<file path="config.mk">
export PLATFORM = sky130hd
export DESIGN_NAME = epoch_seconds_to_utc_date
export DESIGN_NICKNAME = d
export VERILOG_FILES = /design/src/hw/rtl/es2d_pkg.sv /design/src/hw/rtl/epoch_seconds_to_utc_date.sv /design/src/hw/rtl/es2d_day_split.sv
export VERILOG_INCLUDE_DIRS = /design/src /design/src/hw/rtl
export SDC_FILE = /design/constraint.sdc
export NUM_CORES = 2
export LEC_CHECK = 0
export BUFFER_PORTS_ARGS = -buffer_cell sky130_fd_sc_hd__buf_2
export CORE_MARGIN = 4
export CORE_UTILIZATION = 35
export CTS_BUF_LIST = sky130_fd_sc_hd__clkbuf_4 sky130_fd_sc_hd__clkbuf_8
export DETAILED_ROUTE_END_ITERATION = 12
export SKIP_LAST_GASP = 1
export SYNTH_ARGS = -nofsm -noshare
export SYNTH_HDL_FRONTEND = slang
export SYNTH_HIERARCHICAL = 1
export SYNTH_SLANG_ARGS = --single-unit
</file>
<file path="constraint.sdc">
create_clock -name clk -period 16.18 [get_ports clk]
set_input_delay 0.809 -clock clk [delete_from_list [all_inputs] [get_ports clk]]
set_output_delay 0.809 -clock clk [all_outputs]
set_load 0.005 [all_outputs]
</file>
<file path="src/hw/rtl/epoch_seconds_to_utc_date_defines.svh">
// Assertion macros for the epoch-to-date converter.
// Needs a clk and an active-high rst in the scope of each use.
`ifndef EPOCH_SECONDS_TO_UTC_DATE_DEFINES_SVH
`define EPOCH_SECONDS_TO_UTC_DATE_DEFINES_SVH

// Condition and consequence in the same cycle.
`define ES2D_ASSERT_SAME(label, ante, cons, msg) \
  label: assert property (@(posedge clk) disable iff (rst) (ante) |-> (cons)) \
    else $error(msg);

// Consequence in the cycle after the condition.
`define ES2D_ASSERT_NEXT(label, ante, cons, msg) \
  label: assert property (@(posedge clk) disable iff (rst) (ante) |=> (cons)) \
    else $error(msg);

`endif

</file>
<file path="src/hw/rtl/es2d_pkg.sv">
// Shared types, constants and month tables for the epoch-to-date converter.
// No dependencies.
`default_nettype none

package es2d_pkg;

  // First non-negative time whose day count from 1601 needs more than 32 bits.
  localparam logic [62:0] SecLimit = 63'd371073529900800;

  // Seconds-to-days split: 86400 = 128 * 675, the 675 part by long division.
  localparam int unsigned LowBits          = 7;
  localparam int unsigned HeadW            = 7;
  localparam int unsigned RemW             = 10;
  localparam int unsigned DivStages        = 5;
  localparam int unsigned DivStepsPerStage = 7;
  localparam int unsigned DivWorkW         = DivStages * DivStepsPerStage;
  localparam logic [RemW:0] SecDivisor     = 11'd675;
  localparam logic [16:0] SecsPerDay       = 17'd86400;
  localparam logic [31:0] MaxDays1970      = 32'd4294832521;

  localparam logic [12:0] SecsPerHour      = 13'd3600;
  localparam logic [6:0]  SecsPerMin       = 7'd60;

  localparam logic [31:0] Days1601To1970   = 32'd134774;
  localparam logic [18:0] Days400Y         = 19'd146097;
  localparam logic [17:0] Days100Y         = 18'd36524;
  localparam logic [11:0] Days4Y           = 12'd1461;
  localparam logic [10:0] Days1Y           = 11'd365;
  localparam logic [24:0] YearOffset       = 25'd299;   // 1900 - 1601

  localparam logic [8:0] CumNormal [13] = '{9'd0, 9'd31, 9'd59, 9'd90, 9'd120, 9'd151,
                                            9'd181, 9'd212, 9'd243, 9'd273, 9'd304,
                                            9'd334, 9'd365};
  localparam logic [8:0] CumLeap   [13] = '{9'd0, 9'd31, 9'd60, 9'd91, 9'd121, 9'd152,
                                            9'd182, 9'd213, 9'd244, 9'd274, 9'd305,
                                            9'd335, 9'd366};

  typedef struct packed {
    logic        bad;
    logic [31:0] days_1970;
    logic [16:0] secday;
  } split_t;

endpackage

`default_nettype wire

</file>
<file path="src/hw/rtl/epoch_seconds_to_utc_date.sv">
// Converts a signed 64-bit count of seconds since 1970-01-01 UTC into the
// proleptic Gregorian date and time of day. One item enters per clock while
// the output is taken or the pipeline has room. Six stages split seconds into
// days and second of day, seven stages turn the day count into year and month,
// and one output register adds the day of month and holds the result. The
// stage count is set by the long-division stages for 86400 and the 400-year
// cycle. Every stage loads whenever it or the stage after it is free, so a
// stalled output fills the pipeline before in_ready falls. A negative time, or
// one whose day count from 1601 would not fit in 32 bits, returns valid_res low
// with every other field zero.
//
// Top level of the epoch-to-date converter.
// Depends on es2d_pkg, es2d_day_split and the assertion macro header.
`default_nettype none
`include "epoch_seconds_to_utc_date_defines.svh"

module epoch_seconds_to_utc_date
  import es2d_pkg::*;
(
  input  logic               clk,
  input  logic               rst,
  input  logic               in_valid,
  output logic               in_ready,
  input  logic signed [63:0] epoch_seconds,
  output logic               out_valid,
  input  logic               out_ready,
  output logic               valid_res,
  output logic [23:0]        year_since_1900,
  output logic [3:0]         month,
  output logic [4:0]         day_of_month,
  output logic [4:0]         hour,
  output logic [5:0]         minute,
  output logic [5:0]         second,
  output logic [2:0]         weekday,
  output logic [8:0]         day_of_year
);

  localparam int unsigned NumStages   = 8;
  localparam int unsigned Q400Steps1  = 8;
  localparam int unsigned Q400Steps2  = 7;
  localparam logic [24:0] DaysYears400 = 25'd400;
  localparam logic [24:0] DaysYears100 = 25'd100;
  localparam logic [24:0] DaysYears4   = 25'd4;
  localparam logic [5:0]  LastQuad     = 6'd24;   // quad that ends on a century year

  typedef struct packed {
    logic        bad;
    logic [31:0] d;         // days since 1601-01-01
    logic [17:0] r400;
    logic [14:0] w400;
    logic [24:0] yacc;
    logic [1:0]  c100;
    logic [15:0] rem100;
    logic [5:0]  q4;
    logic [10:0] rem4;
    logic [1:0]  y1;
    logic [8:0]  yday;
    logic [23:0] year;
    logic        leap;
    logic [3:0]  mon;
    logic [8:0]  base;
    logic [4:0]  dom;
    logic [4:0]  hour;
    logic [11:0] rem3600;
    logic [5:0]  minute;
    logic [5:0]  second;
    logic [2:0]  weekday;
  } cal_t;

  logic                 split_valid;
  logic                 split_ready;
  split_t               split_data;
  cal_t                 cal      [NumStages];
  cal_t                 cal_next [NumStages];
  logic [NumStages-1:0] v;
  logic [NumStages-1:0] v_in;
  logic [NumStages-1:0] en;

  // (x + 1) mod 7, folding octal digits since 8 = 1 mod 7.
  function automatic logic [2:0] mod7_of_next(input logic [31:0] x);
    logic [32:0] xp;
    logic [6:0]  s1;
    logic [3:0]  s2;
    logic [3:0]  s3;
    xp = {1'b0, x};
    s1 = 7'd1;
    for (int i = 0; i < 11; i++) begin
      s1 = s1 + 7'(xp[3*i +: 3]);
    end
    s2 = 4'(s1[2:0]) + 4'(s1[5:3]) + 4'(s1[6]);
    s3 = 4'(s2[2:0]) + 4'(s2[3]);
    if (s3 >= 4'd7) begin
      s3 = s3 - 4'd7;
    end
    return s3[2:0];
  endfunction

  es2d_day_split u_split (
    .clk          (clk),
    .rst          (rst),
    .in_valid     (in_valid),
    .in_ready     (in_ready),
    .epoch_seconds(epoch_seconds),
    .out_valid    (split_valid),
    .out_ready    (split_ready),
    .out_data     (split_data)
  );

  always_comb begin
    en[NumStages-1] = !v[NumStages-1] || out_ready;
    for (int k = NumStages - 2; k >= 0; k--) begin
      en[k] = !v[k] || en[k+1];
    end
  end

  assign split_ready = en[0];
  assign v_in        = {v[NumStages-2:0], split_valid};

  always_comb begin
    cal_t        s;
    logic [5:0]  hw;
    logic [12:0] t3600;
    logic [5:0]  mr;
    logic [6:0]  mw;
    logic [6:0]  t60;
    logic [18:0] t400;
    logic        ge1;
    logic        ge2;
    logic        ge3;
    logic [17:0] sub18;
    logic [17:0] diff18;
    logic [11:0] t1461;
    logic [10:0] r4;
    logic [5:0]  qw;
    logic [10:0] sub11;
    logic [10:0] diff11;
    logic [24:0] ysum;
    logic [3:0]  cnt;
    logic [8:0]  dsum;

    // Day count from 1601 and hour of day.
    s          = '0;
    s.bad      = split_data.bad;
    s.d        = split_data.days_1970 + Days1601To1970;
    s.rem3600  = {1'b0, split_data.secday[16:6]};
    hw         = split_data.secday[5:0];
    for (int j = 0; j < 6; j++) begin
      t3600 = {s.rem3600, hw[5]};
      hw    = {hw[4:0], t3600 >= SecsPerHour};
      if (t3600 >= SecsPerHour) begin
        t3600 = t3600 - SecsPerHour;
      end
      s.rem3600 = t3600[11:0];
    end
    s.hour      = hw[4:0];
    cal_next[0] = s;

    // First part of the 400-year division; minute, second, weekday.
    s      = cal[0];
    s.r400 = {1'b0, s.d[31:15]};
    s.w400 = s.d[14:0];
    for (int j = 0; j < Q400Steps1; j++) begin
      t400   = {s.r400, s.w400[14]};
      s.w400 = {s.w400[13:0], t400 >= Days400Y};
      if (t400 >= Days400Y) begin
        t400 = t400 - Days400Y;
      end
      s.r400 = t400[17:0];
    end
    mr = {1'b0, s.rem3600[11:7]};
    mw = s.rem3600[6:0];
    for (int j = 0; j < 7; j++) begin
      t60 = {mr, mw[6]};
      mw  = {mw[5:0], t60 >= SecsPerMin};
      if (t60 >= SecsPerMin) begin
        t60 = t60 - SecsPerMin;
      end
      mr = t60[5:0];
    end
    s.minute    = mw[5:0];
    s.second    = mr;
    s.weekday   = mod7_of_next(s.d);
    cal_next[1] = s;

    // Rest of the 400-year division.
    s = cal[1];
    for (int j = 0; j < Q400Steps2; j++) begin
      t400   = {s.r400, s.w400[14]};
      s.w400 = {s.w400[13:0], t400 >= Days400Y};
      if (t400 >= Days400Y) begin
        t400 = t400 - Days400Y;
      end
      s.r400 = t400[17:0];
    end
    cal_next[2] = s;

    // Centuries, clamped to three so the last day of a 400-year cycle stays in it.
    s   = cal[2];
    ge1 = s.r400 >= Days100Y;
    ge2 = s.r400 >= 18'(2 * Days100Y);
    ge3 = s.r400 >= 18'(3 * Days100Y);
    s.c100 = 2'(ge1) + 2'(ge2) + 2'(ge3);
    if (ge3) begin
      sub18 = 18'(3 * Days100Y);
    end else if (ge2) begin
      sub18 = 18'(2 * Days100Y);
    end else if (ge1) begin
      sub18 = Days100Y;
    end else begin
      sub18 = '0;
    end
    diff18      = s.r400 - sub18;
    s.rem100    = diff18[15:0];
    s.yacc      = 25'(s.w400) * DaysYears400 + 25'(s.c100) * DaysYears100;
    cal_next[3] = s;

    // Four-year spans.
    s  = cal[3];
    r4 = {1'b0, s.rem100[15:6]};
    qw = s.rem100[5:0];
    for (int j = 0; j < 6; j++) begin
      t1461 = {r4, qw[5]};
      qw    = {qw[4:0], t1461 >= Days4Y};
      if (t1461 >= Days4Y) begin
        t1461 = t1461 - Days4Y;
      end
      r4 = t1461[10:0];
    end
    s.q4        = qw;
    s.rem4      = r4;
    cal_next[4] = s;

    // Single years, clamped to three for the leap day; year and leap flag.
    s   = cal[4];
    ge1 = s.rem4 >= Days1Y;
    ge2 = s.rem4 >= 11'(2 * Days1Y);
    ge3 = s.rem4 >= 11'(3 * Days1Y);
    s.y1 = 2'(ge1) + 2'(ge2) + 2'(ge3);
    if (ge3) begin
      sub11 = 11'(3 * Days1Y);
    end else if (ge2) begin
      sub11 = 11'(2 * Days1Y);
    end else if (ge1) begin
      sub11 = Days1Y;
    end else begin
      sub11 = '0;
    end
    diff11 = s.rem4 - sub11;
    s.yday = diff11[8:0];
    // Fourth year of a quad is leap, except a century year outside the fourth century.
    s.leap      = (s.y1 == 2'd3) && ((s.q4 != LastQuad) || (s.c100 == 2'd3));
    ysum        = s.yacc + 25'(s.q4) * DaysYears4 + 25'(s.y1) - YearOffset;
    s.year      = ysum[23:0];
    cal_next[5] = s;

    // Month from the cumulative table.
    s   = cal[5];
    cnt = '0;
    for (int k = 1; k < 12; k++) begin
      if (s.yday >= (s.leap ? CumLeap[k] : CumNormal[k])) begin
        cnt = cnt + 4'd1;
      end
    end
    s.mon       = cnt;
    s.base      = s.leap ? CumLeap[cnt] : CumNormal[cnt];
    cal_next[6] = s;

    // Day of month; a rejected time reads as all zeros.
    s     = cal[6];
    dsum  = s.yday - s.base + 9'd1;
    s.dom = dsum[4:0];
    if (s.bad) begin
      s.year    = '0;
      s.mon     = '0;
      s.dom     = '0;
      s.hour    = '0;
      s.minute  = '0;
      s.second  = '0;
      s.weekday = '0;
      s.yday    = '0;
    end
    cal_next[7] = s;
  end

  always_ff @(posedge clk) begin
    if (rst) begin
      v <= '0;
    end else begin
      v <= (en & v_in) | (~en & v);
    end
  end

  always_ff @(posedge clk) begin
    for (int k = 0; k < NumStages; k++) begin
      if (en[k]) begin
        cal[k] <= cal_next[k];
      end
    end
  end

  assign out_valid       = v[NumStages-1];
  assign valid_res       = !cal[NumStages-1].bad;
  assign year_since_1900 = cal[NumStages-1].year;
  assign month           = cal[NumStages-1].mon;
  assign day_of_month    = cal[NumStages-1].dom;
  assign hour            = cal[NumStages-1].hour;
  assign minute          = cal[NumStages-1].minute;
  assign second          = cal[NumStages-1].second;
  assign weekday         = cal[NumStages-1].weekday;
  assign day_of_year     = cal[NumStages-1].yday;

  `ES2D_ASSERT_SAME(a_reject_zero, out_valid && !valid_res,
                    year_since_1900 == 24'd0 && month == 4'd0 && day_of_month == 5'd0 &&
                    hour == 5'd0 && minute == 6'd0 && second == 6'd0 &&
                    weekday == 3'd0 && day_of_year == 9'd0,
                    "rejected time carries nonzero fields")
  `ES2D_ASSERT_SAME(a_field_ranges, out_valid && valid_res,
                    month <= 4'd11 && day_of_month != 5'd0 && hour <= 5'd23 &&
                    minute <= 6'd59 && second <= 6'd59 && weekday <= 3'd6 &&
                    year_since_1900 >= 24'd70,
                    "converted field out of range")
  `ES2D_ASSERT_SAME(a_last_leap_day, out_valid && valid_res && day_of_year == 9'd365,
                    month == 4'd11 && day_of_month == 5'd31,
                    "day 365 of a leap year is not December 31")

endmodule

`default_nettype wire

</file>
<file path="src/hw/rtl/es2d_day_split.sv">
// Pipelined split of a seconds count into whole days and second of day.
// Depends on es2d_pkg and the assertion macro header.
`default_nettype none
`include "epoch_seconds_to_utc_date_defines.svh"

module es2d_day_split
  import es2d_pkg::*;
(
  input  logic               clk,
  input  logic               rst,
  input  logic               in_valid,
  output logic               in_ready,
  input  logic signed [63:0] epoch_seconds,
  output logic               out_valid,
  input  logic               out_ready,
  output split_t             out_data
);

  localparam int unsigned NumStages = DivStages + 1;

  typedef struct packed {
    logic                bad;
    logic [RemW-1:0]     rem;
    logic [DivWorkW-1:0] work;   // dividend bits shift out, quotient bits shift in
    logic [LowBits-1:0]  low;
  } div_t;

  div_t                 stg      [NumStages];
  div_t                 stg_next [NumStages];
  logic [NumStages-1:0] v;
  logic [NumStages-1:0] v_in;
  logic [NumStages-1:0] en;

  // A stage loads when it is empty or its successor moves, so bubbles collapse.
  always_comb begin
    en[NumStages-1] = !v[NumStages-1] || out_ready;
    for (int k = NumStages - 2; k >= 0; k--) begin
      en[k] = !v[k] || en[k+1];
    end
  end

  assign v_in = {v[NumStages-2:0], in_valid};

  always_comb begin
    logic [RemW:0] trial;
    div_t          s;
    stg_next[0].bad  = epoch_seconds[63] || (epoch_seconds[62:0] >= SecLimit);
    stg_next[0].rem  = {{(RemW - HeadW){1'b0}}, epoch_seconds[LowBits + DivWorkW +: HeadW]};
    stg_next[0].work = epoch_seconds[LowBits +: DivWorkW];
    stg_next[0].low  = epoch_seconds[LowBits-1:0];
    for (int k = 1; k < NumStages; k++) begin
      s = stg[k-1];
      for (int j = 0; j < DivStepsPerStage; j++) begin
        trial  = {s.rem, s.work[DivWorkW-1]};
        s.work = {s.work[DivWorkW-2:0], trial >= SecDivisor};
        if (trial >= SecDivisor) begin
          trial = trial - SecDivisor;
        end
        s.rem = trial[RemW-1:0];
      end
      stg_next[k] = s;
    end
  end

  always_ff @(posedge clk) begin
    if (rst) begin
      v <= '0;
    end else begin
      v <= (en & v_in) | (~en & v);
    end
  end

  always_ff @(posedge clk) begin
    for (int k = 0; k < NumStages; k++) begin
      if (en[k]) begin
        stg[k] <= stg_next[k];
      end
    end
  end

  assign in_ready           = en[0];
  assign out_valid          = v[NumStages-1];
  assign out_data.bad       = stg[NumStages-1].bad;
  assign out_data.days_1970 = stg[NumStages-1].work[31:0];
  assign out_data.secday    = {stg[NumStages-1].rem, stg[NumStages-1].low};

  `ES2D_ASSERT_SAME(a_block_only_when_full, !in_ready, (&v) && !out_ready,
                    "input blocked while the split pipeline has room")
  `ES2D_ASSERT_SAME(a_secday_range, out_valid, out_data.secday < SecsPerDay,
                    "second of day out of range")
  `ES2D_ASSERT_SAME(a_days_range, out_valid && !out_data.bad,
                    out_data.days_1970 <= MaxDays1970,
                    "accepted time gives a day count beyond 32 bits")

endmodule

`default_nettype wire
</file>
==> out/summary.txt <==
========================================================================================
Max Clk Rate                                                                  0.0671 GHz
Cell area after technology mapping                                            64200 um^2
Cell type with the highest aggregate area in the netlist                    sky130_fd_sc_hd__edfxtp_1
Number of rows created at floorplan                                                  156
Via density per instance                                                            5.64
Die outline area                                                             190000 um^2
Top-area cell type share of the netlist area                                       35.5%
Synth Net Count                                                                     7151
TritonCTS clock tree                                                                done
WP data required                                                                16.77 ns
Global-route wire length before repair                                         262000 um
Remaining antenna violation count after routing                                        0
Drt first-iter violations                                                           4132
DRC viols                                                                              0
Post-synthesis sequential area ratio                                               35.9%
Count of placed standard cells including taps                                       9045
CP peak stage delay                                                              0.88 ns
Most instantiated flip-flop cell in the synthesis netlist                   sky130_fd_sc_hd__edfxtp_1
Portion of the clock cycle consumed by the worst path in the final layout          92.2%
H-tree levels                                                                          4
Actual transition at the worst max-transition pin                                1.23 ns
Commonest non-fill, non-tap cell in the layout                              sky130_fd_sc_hd__edfxtp_1
Crit start category                                                            flip-flop
IO Count                                                                             133
Global-route usage over all layers                                                 16.2%
Async set or reset register ratio after synthesis                                     0%
Final wirelength                                                               159000 um
Final #Nets                                                                         7166
Avg Cell Area, Syn                                                             9.44 um^2
Maximum number of pins on one net before global-route repair                          64
Number of cells in the finished layout apart from fillers                           9298
Number of antenna violations at the first check in global routing                      3
Number of max-cap violations                                                           0
Slew headroom                                                                      15.7%
Later-pin clock latency in the skew report                                       0.87 ns
Type of the tightest min-delay check                                        input pin to flip-flop
Root Buffer                                                                 sky130_fd_sc_hd__clkbuf_8
Vias post-DR                                                                       52416
Die H                                                                             436 um
Most area-consuming cells after synthesis                                   sky130_fd_sc_hd__edfxtp_1 35%, sky130_fd_sc_hd__xnor2_1 6.8%, sky130_fd_sc_hd__ha_1 4.7%
Clock slew at reported path FFs                                                  0.06 ns
Crit Path Class                                                             flip-flop to flip-flop
Post-layout minimum cycle time                                                  14.91 ns
Die width                                                                         436 um
Input/output buffers                                                                 132
Aggregate global routing overflow                                                      0
Average wire per standard cell                                                   17.1 um
Via count of the first global-routing pass                                         50429
Worst-path cell with the longest stage delay                                sky130_fd_sc_hd__a2111oi_4
First-pass iteration count of the detailed router                                      6
Area occupied by multi-input gates                                            38100 um^2
Run status                                                                  complete, no violations
Synth unique cells                                                                   152
Warnings from Yosys                                                                    6
Final hold vios                                                                        0
Clock tree buffer depth                                                                3
Total of fill cells in the finished design                                         18083
Top library cells by usage in the layout, fill and taps aside               758 x sky130_fd_sc_hd__edfxtp_1, 520 x sky130_fd_sc_hd__nand2_1, 501 x sky130_fd_sc_hd__xnor2_1
Clk sink count                                                                       772
Number of synthesized flops with an enable pin                                       758
Total count of max-transition violations in the final report                           0
Setup_tns                                                                           0 ns
Worst-path fanout max                                                                 46
Number of flip-flops and latches in the synthesized netlist                          772
Initial cell density of the core                                                   35.4%
Core outline area                                                            182000 um^2
Placer congestion estimate                                                         0.920
Clock buffer count from CTS                                                          139
RSZ-0062 raised after global routing                                                  no
Half-perimeter wire length after detailed placement                            122000 um
Setup Viol. Count Final                                                                0
Data arrival time at the worst-slack endpoint                                   15.51 ns
Synthesized instance count                                                          6801
Sequential Area                                                               23000 um^2
Fraction of final layout cells with drive strength greater than 1                  11.7%
Layout Area Growth over Synthesis                                                  8.16%
Endpoint class of the critical path                                            flip-flop
Clock skew                                                                     0.0728 ns
========================================================================================
-- final cells by class --
type | count | share of cell area [%]
clock buffers | 188 | 3.32
inverters | 369 | 2.00
flip-flops and latches | 772 | 33.2
repair buffers | 172 | 1.40
multi-input cells | 5362 | 54.9
well taps | 2370 | 4.27
clock inverters | 61 | 0.890
diodes | 4 | 0.0144
-- per-stage QoR --
stage          utilization, %  worst slack, ns  area [um^2]  hold WS, ns
2_1_floorplan               -             2.76        64200        0.400
3_3_place_gp             36.6             1.75        66500        0.401
3_5_place_dp             36.6             1.39        66500        0.405
4_1_cts                  38.2             1.36        69400       0.0310
5_1_grt                  38.2            0.137        69400       0.0605
6_report                 38.2             1.27        69400        0.168
-- layer usage --
layer | up-vias | routed length [um] | GRT usage [%]
li1 | 25589 | - | -
met1 | 25011 | 72700 | 21.6
met2 | 1558 | 74500 | 27.2
met3 | 258 | 8070 | 2.40
met4 | 0 | 3860 | 4.91
met5 | - | 0 | 0
-- path summary, 6_finish.rpt --
path              cells after the start                            to  slack, ns                   startpoint
setup / recovery                     51         cal[0][389]$_DFFE_PN_       1.27        cal[0][194]$_DFFE_PN_
hold / removal                        1  u_split/stg[0][47]$_DFFE_PN_       0.17            epoch_seconds[47]
setup reg to reg                     51         cal[0][389]$_DFFE_PN_       1.27        cal[0][194]$_DFFE_PN_
hold reg to reg                       0  u_split/stg[5][14]$_DFFE_PP_       0.36  u_split/stg[4][7]$_DFFE_PP_
-- cell families after synthesis --
logic type	Yosys count	share of synthesized area [%]
xor gates and xnor gates	748	10.4
DFF	772	35.9
buffers and inverters	667	4.76
muxes	186	3.05
and+or+nand+nor	2178	17.6
AOI/OAI and AO/OA	1968	22.3
adders and majority gates	282	5.99
-- registers in the layout, summed over array words and instances (netlist names), named ones only --
name	cells
u_split/stg	300
cal	458
-- cell usage after synthesis, types with 69 or more instances --
cell                       instances
sky130_fd_sc_hd__a211oi_1         77
sky130_fd_sc_hd__a21o_1          105
sky130_fd_sc_hd__a21oi_1         390
sky130_fd_sc_hd__a31oi_1          69
sky130_fd_sc_hd__and2_1           99
sky130_fd_sc_hd__buf_4            82
sky130_fd_sc_hd__clkbuf_1        115
sky130_fd_sc_hd__edfxtp_1        758
sky130_fd_sc_hd__ha_1            240
sky130_fd_sc_hd__inv_1           342
sky130_fd_sc_hd__mux2i_1         116
sky130_fd_sc_hd__nand2_1         524
sky130_fd_sc_hd__nand2b_1         79
sky130_fd_sc_hd__nand3_1         185
sky130_fd_sc_hd__nor2_1          444
sky130_fd_sc_hd__nor2b_1         112
sky130_fd_sc_hd__nor3_1          194
sky130_fd_sc_hd__o211ai_1         92
sky130_fd_sc_hd__o21ai_0         294
sky130_fd_sc_hd__or3_1            72
sky130_fd_sc_hd__xnor2_1         501
sky130_fd_sc_hd__xor2_1          231
-- critical path, delay by kind of cell, from the launching register on --
family | cells | cell delay (ns)
buf+inv | 3 | 0.46
flops | 1 | 0.55
simple gates | 11 | 3.71
compound gates | 28 | 7.19
fa+ha+maj | 4 | 1.18
xor+xnor | 5 | 1.55
-- repair_timing --
item | 4_1_cts | 5_1_grt
hold buffers | 0 | 0
resized for setup | 0 | 2
setup buffers | 0 | 0
setup endpoints to repair | 0 | 2
Power is left out: the tool's default activity adds up to more than one toggle a clock period on the data nets, which glitch-free logic cannot reach.
